--- src/rtl/core/mnd_pkg.sv ---
// Package for the MIDI NRPN decoder: controller numbers, message type code,
// stream widths and the layout of one channel's parameter entry.
// No dependencies.
package mnd_pkg;

    localparam int CHANNELS_DEFAULT = 16;

    localparam logic [3:0] MSG_CONTROL_CHANGE = 4'hB;

    localparam logic [6:0] CC_DATA_HIGH = 7'd6;
    localparam logic [6:0] CC_DATA_LOW  = 7'd38;
    localparam logic [6:0] CC_NRPN_HIGH = 7'd99;
    localparam logic [6:0] CC_NRPN_LOW  = 7'd98;

    localparam logic [6:0] HALF_MAX = 7'd127;

    localparam int S_TDATA_W = 24;
    localparam int M_TDATA_W = 32;

    typedef struct packed {
        logic [6:0] param_high;
        logic [6:0] param_low;
        logic [6:0] value_high;
        logic [6:0] value_low;
    } entry_t;

endpackage

--- src/rtl/core/midi_nrpn_decoder.sv ---
// A request is first captured in the input register; its result is then loaded into the result register.
// Throughput: one request per cycle while no result waits on m_tready; the per-channel table is read,
// updated and written back between the input register and the result register.
// Reset (aresetn low, synchronous) empties both registers and clears every channel entry.
// A result waiting on m_tready stalls the input register and the table update.
// Depends on mnd_pkg.
module midi_nrpn_decoder
    import mnd_pkg::*;
#(
    parameter int CHANNELS = CHANNELS_DEFAULT
) (
    input  logic                 aclk,
    input  logic                 aresetn,
    input  logic                 s_tvalid,
    output logic                 s_tready,
    // [7:0] status_byte, [14:8] data_first, [21:15] data_second, [23:22] zero
    input  logic [S_TDATA_W-1:0] s_tdata,
    output logic                 m_tvalid,
    input  logic                 m_tready,
    // [3:0] channel_out, [17:4] param_number, [31:18] param_value
    output logic [M_TDATA_W-1:0] m_tdata,
    // [0] is_nrpn
    output logic                 m_tuser
);

    localparam int IDX_W = (CHANNELS > 1) ? $clog2(CHANNELS) : 1;

    logic       in_valid_reg;
    logic [7:0] status_reg;
    logic [6:0] ctrl_reg;
    logic [6:0] val_reg;

    logic        out_valid_reg;
    logic        is_nrpn_reg;
    logic [3:0]  chan_out_reg;
    logic [13:0] number_reg;
    logic [13:0] value_reg;

    entry_t table_reg [CHANNELS];

    logic             advance;
    logic             chan_ok;
    logic             is_cc;
    logic [3:0]       chan;
    logic [IDX_W-1:0] idx;
    entry_t           entry_old;
    entry_t           entry_next;
    logic             write_en;
    logic             emit;
    logic             nrpn;

    assign advance  = in_valid_reg && (!out_valid_reg || m_tready);
    assign s_tready = !in_valid_reg || advance;

    assign chan    = status_reg[3:0];
    assign is_cc   = (status_reg[7:4] == MSG_CONTROL_CHANGE);
    assign chan_ok = ({1'b0, chan} < 5'(CHANNELS));
    assign idx     = chan_ok ? chan[IDX_W-1:0] : '0;
    assign entry_old = table_reg[idx];

    always_comb begin
        entry_next = entry_old;
        write_en   = 1'b0;
        nrpn       = 1'b0;
        case (ctrl_reg)
            CC_NRPN_HIGH: begin
                entry_next.param_high = val_reg;
                entry_next.param_low  = '0;
                write_en = 1'b1;
            end
            CC_NRPN_LOW: begin
                entry_next.param_low = val_reg;
                write_en = 1'b1;
            end
            CC_DATA_HIGH: begin
                if (val_reg < entry_old.value_high) begin
                    entry_next.value_low = HALF_MAX;
                end else if (val_reg > entry_old.value_high) begin
                    entry_next.value_low = '0;
                end
                entry_next.value_high = val_reg;
                write_en = 1'b1;
                nrpn     = 1'b1;
            end
            CC_DATA_LOW: begin
                entry_next.value_low = val_reg;
                write_en = 1'b1;
                nrpn     = 1'b1;
            end
            default: begin
                nrpn = 1'b0;
            end
        endcase
        emit = is_cc && chan_ok &&
               !((ctrl_reg == CC_NRPN_HIGH) || (ctrl_reg == CC_NRPN_LOW));
    end

    always_ff @(posedge aclk) begin
        if (!aresetn) begin
            in_valid_reg <= 1'b0;
        end else if (s_tready) begin
            in_valid_reg <= s_tvalid;
        end
    end

    always_ff @(posedge aclk) begin
        if (s_tready && s_tvalid) begin
            status_reg <= s_tdata[7:0];
            ctrl_reg   <= s_tdata[14:8];
            val_reg    <= s_tdata[21:15];
        end
    end

    always_ff @(posedge aclk) begin
        if (!aresetn) begin
            for (int i = 0; i < CHANNELS; i++) begin
                table_reg[i] <= '0;
            end
        end else if (advance && is_cc && chan_ok && write_en) begin
            table_reg[idx] <= entry_next;
        end
    end

    always_ff @(posedge aclk) begin
        if (!aresetn) begin
            out_valid_reg <= 1'b0;
        end else if (advance) begin
            out_valid_reg <= emit;
        end else if (m_tready) begin
            out_valid_reg <= 1'b0;
        end
    end

    always_ff @(posedge aclk) begin
        if (advance && emit) begin
            is_nrpn_reg  <= nrpn;
            chan_out_reg <= chan;
            if (nrpn) begin
                number_reg <= {entry_next.param_high, entry_next.param_low};
                value_reg  <= {entry_next.value_high, entry_next.value_low};
            end else begin
                number_reg <= {7'd0, ctrl_reg};
                value_reg  <= {7'd0, val_reg};
            end
        end
    end

    assign m_tvalid = out_valid_reg;
    assign m_tdata  = {value_reg, number_reg, chan_out_reg};
    assign m_tuser  = is_nrpn_reg;

endmodule

--- config.mk ---
export PLATFORM = sky130hd
export DESIGN_NAME = midi_nrpn_decoder
export DESIGN_NICKNAME = d
export VERILOG_FILES = /design/src/rtl/core/mnd_pkg.sv /design/src/rtl/core/midi_nrpn_decoder.sv
export SDC_FILE = /design/constraint.sdc
export NUM_CORES = 1
export LEC_CHECK = 0
export ABC_CLOCK_PERIOD_IN_PS = 3920
export BUFFER_PORTS_ARGS = -buffer_cell sky130_fd_sc_hd__buf_2
export CAP_MARGIN = 20
export CORE_MARGIN = 5
export CORE_UTILIZATION = 30
export DETAILED_ROUTE_END_ITERATION = 8
export PLACE_DENSITY = 0.53
export SYNTH_ARGS = -nofsm -noshare
export SYNTH_HDL_FRONTEND = slang
export SYNTH_SLANG_ARGS = --single-unit
--- constraint.sdc ---
create_clock -name aclk -period 3.92 [get_ports aclk]
set_input_delay 0.98 -clock aclk [delete_from_list [all_inputs] [get_ports aclk]]
set_output_delay 0.98 -clock aclk [all_outputs]
set_load 0.05 [all_outputs]
* After elaboration in Yosys (flattened, before gate mapping)
Memories as Yosys holds them, arrays and structs flattened. A register that Yosys moved wholly into a read port is not among the register bits.
Index checks and enable logic that the tools add are counted.
** Operators by class
- Mux-type cells :: 20
- Order comparisons :: 2
- Reductions and logical operators :: 16
- Equality and inequality tests :: 5
** Operators with widths (count)
- $mux 7 :: 6
- $mux 28 :: 1
- $pmux 7 s2 :: 2
- $reduce_or 28->1 :: 1
- $eq 7x7->1 const B :: 2
- $mux 1 :: 9
- $mux 4 :: 2
- $eq 7x3->1 const B :: 1
- $eq 7x6->1 const B :: 1
- $gt 7x7->1 :: 1
- $lt 7x7->1 :: 1
- $logic_and 1x1->1 :: 6
- $eq 4x4->1 const B :: 1
- $reduce_or 4->1 :: 1
- $logic_not 1->1 :: 3
- $logic_or 1x1->1 :: 3
- $reduce_bool 2->1 :: 1
- $reduce_or 2->1 :: 1
** Word-level totals
- RAM bits :: 448
- Register bits after elaboration :: 57
- Memories :: 1
- Bits of input ports :: 28
- Logic and storage cells :: 55
- Output and inout port bits :: 35
** Memories
- table_reg :: words 16, width 28, read ports 1, clocked after memory_dff 1, wr ports 16, RTL line midi_nrpn_decoder.sv:39 : entry_t table_reg [CHANNELS];

* Logic depth before layout (Yosys ltp)
- Depth in word-level cells :: 10
- Mapped depth :: 16
- Mapped depth without buffers :: 11

* Least setup slack after synthesis
No wires, ideal clock.
- Kind :: flip-flop to flip-flop
- Start point :: register (tool-made name)
- End point :: memory table_reg[10][3] (netlist bit) (data pin)
- Period minus slack after synthesis :: 3803 ps
- Arrival time :: 3657 ps
- Data required time :: 3774 ps
- Buffers on the path :: 7
- Slack :: 117 ps
- Library setup time :: 146 ps
- Stages on the path, launching flop included :: 17
- Cell sequence :: dfxtp_1 > buf_2 > buf_2 > buf_2 > buf_1 > clkbuf_1 > nand2_1 > o211ai_1 > o21ai_0 > ha_1 > nand4_1 > or4_1 > a21o_1 > o22a_1 > buf_2 > clkbuf_1 > a21oi_1
** RTL lines (RTL line)
- end: declaration :: midi_nrpn_decoder.sv:39

==> results.tsv <==
metric	value	unit
drt drc	0	
fin nets	1735	
final WL	68800	um
synthesized flop and latch total	509	
DIE AREA	80700	um^2
Comb pwr share	10.8	%
Syn Inst Count	1579	
P_leak	9.22	nW
Max Used Layer	met4	
Int Power	0.00929	W
count leader, synth	edfxtp_1	
min-delay worst type	flop to flop	
Crit. End Element	flop	
Cell variety after synth	57	
Initial Util	30.3	%
Worst VDD drop	0.333	mV
IO buf count	60	
part of the Yosys area used for sequential elements	67.5	%
Cells on Worst Hold Path	2	
Final Hold Fails	0	
Tot Pwr	0.0123	W
EDFF count, synth	503	
number of H-tree levels	2	
# fillers	7150	
initial antenna violation count	1	
RSZ-0062 raised after global routing	no	
share of layout cells above drive strength 1	25.1	%
die height	284	um
per-cell routed wire length	25.4	um
Min Hold Slack	0.546	ns
CTS Sinks	509	
vias	14192	
Detail Route Antenna Nets	0	
post-DP HPWL	42000	um
Storage cell area	15200	um^2
drt first pass iters	5	
CTS clk-pin slew, worst paths	0.06	ns
Peak Freq	269	MHz
Reg power frac	50.8	%
largest net degree at the start of global routing	43	
Async S/R FF share, synth	0	%
Switch Pwr	0.00297	W
CTS tree	yes	
Worst R2R End	value_reg[4]$_DFFE_PP_	
Least-Margin Pin Slew	0.911	ns
met2 WL	32800	um
row count	100	
top post-synthesis cells by area	edfxtp_1, mux4_2, nor2_1	
multi-input logic area	6700	um^2
Clk pwr share	38.5	%
CTS Root Cell	clkbuf_16	
Synth Area per Inst	14.3	um^2
CP Class	flop to flop	
Req. time, crit path	4.30	ns
Sw Share	24.3	%
clock period minus worst slack	3.72	ns
Antenna Cells	0	
Post-synth top cells	edfxtp_1, nor2_1, a21oi_1	
YS warnings	0	
syn nets	1614	
Yosys top cell area share	67.0	%
Slew HR	39.0	%
number of setup violations in the final report	0	
Register-to-Register Path Depth	12	
M1 WL	28400	um
Hold EP	in_valid_reg$_SDFFE_PN0N_	
Hold Crit Start	in_valid_reg$_SDFFE_PN0N_	
Reg2Reg Setup Slack	0.20	ns
Vias/cell	5.23	
Initial DRC Count	1424	
total CTS buffers	52	
cell area after synthesis	22600	um^2
clk buf depth	3	
cts hold-fix bufs	0	
max reg flops	448	
fin crit share	94.8	%
Worst Path Max Fanout	18	
Core Region	74400	um^2
vias in the first global route	14393	
first-pass GRT wire length	99000	um
Setup crit start kind	flop	
Most used DFF post-synth	edfxtp_1	
met3 wire length	5290	um
grt ovf	0	
MaxCap Viol Count	0	
I/O pin cnt	63	
Final Wtd Congestion	0.830	
Data arrival, critical path	4.09	ns
Clk Latency, worst-skew pair	0.60	ns
clock skew	0.0213	ns
gr usage total	16.6	%
Syn-to-layout area delta	17.0	%
Die W	284	um
P per Cell Area	465	nW/um^2
status	finished clean	
cell taking the most area after synthesis	edfxtp_1	
Final Max Tran Viols	0	
## worst max-delay path: stages (launching register included)
cell	delay (ns)
dfxtp_4	0.53
buf_12	0.22
mux4_2	0.31
nand2_1	0.08
nand2_1	0.12
o21ai_0	0.35
ha_1	0.22
nand4_1	0.12
or4_1	0.59
a21o_1	0.27
buf_4	0.16
o22a_1	0.22
o211ai_1	0.30
## repair_timing
action	4_1_cts	5_1_grt
gates resized for setup	1	2
setup buffers	1	12
endpoints found under the setup margin	64	76
endpoints found under the hold margin	0	0
## layout by cell type, fill, tap and decap left out, drive strengths merged, types with 3 or more instances in the layout
cell,count
nor2b,13
inv,8
ha,7
clkbuf,66
o22ai,10
mux4,85
mux2,16
dfxtp,6
nor2,368
nor4,5
edfxtp,503
nand4,4
o21ai,17
and2,8
a22oi,22
buf,207
nand4b,3
nor3b,4
o211ai,10
a21oi,124
clkinv,29
nand2,78
a221oi,7
nand2b,5
nand3,14
a22o,9
o22a,4
a211oi,16
a2bb2oi,3
mux2i,69
## worst max path at each step
stage	from	to	slack, ns	depth (start not counted)
2_1_floorplan	flop	table_reg[10][3]$_SDFFCE_PN0P_	0.12	16
3_3_place_gp	flop	table_reg[8][0]$_SDFFCE_PN0P_	-0.14	12
3_5_place_dp	flop	table_reg[2][0]$_SDFFCE_PN0P_	-0.19	11
4_1_cts	flop	value_reg[4]$_DFFE_PP_	0.03	12
5_1_grt	flop	value_reg[1]$_DFFE_PP_	0.06	12
6_report	flop	value_reg[4]$_DFFE_PP_	0.20	12
## cell families after synthesis
| kind of cell | Yosys count | synth area share, % |
|---|---|---|
| AND/OR/NAND/NOR | 512 | 9.48 |
| AO/OA/AOI/OAI | 232 | 6.70 |
| buffers and inverters | 149 | 3.17 |
| flip-flops | 509 | 67.5 |
| multiplexers | 170 | 12.7 |
| adder cells (fa/ha/maj) | 7 | 0.388 |
## layout make-up
type                       instances  area share, %
clock buffer                      66           5.29
tap                              969           4.59
clock inverter                    30          0.792
inverter                           9          0.128
multi-input combinational        921           25.4
sequential                       509           57.7
timing repair buffer             207           6.06
## per-stage QoR
stage | cells | worst slack, ns | area, um^2 | utilization [%] | setup TNS, ns
finish | 2711 | 0.202 | 26400 | 35.4 | 0
global route | 2711 | 0.0587 | 26400 | 35.4 | 0
CTS | 2697 | 0.0326 | 26200 | 35.2 | 0
detailed placement | 2600 | -0.189 | 24600 | 33.0 | -4.26
global placement | 2597 | -0.141 | 24600 | 33.0 | -2.47
floorplan | 1579 | 0.117 | 22600 | - | 0
## power by group through the flow
stage                     sequential [W]  combinational [W]  clock (W)
after detailed placement         0.00635            0.00127          0
final                            0.00622            0.00132    0.00472
after CTS                        0.00623            0.00129    0.00483
after global placement           0.00634            0.00126          0
after global routing             0.00623            0.00141    0.00506
after floorplan                  0.00630           0.000829          0
## per-layer routing
layer / up-vias / track usage, %
met1: 7317 / 22.2
met3: 124 / 3.14
met2: 589 / 27.4
met4: 0 / 5.64
met5: - / 0
li1: 6162 / -
No activity file was read; power rests on OpenSTA's default activity.
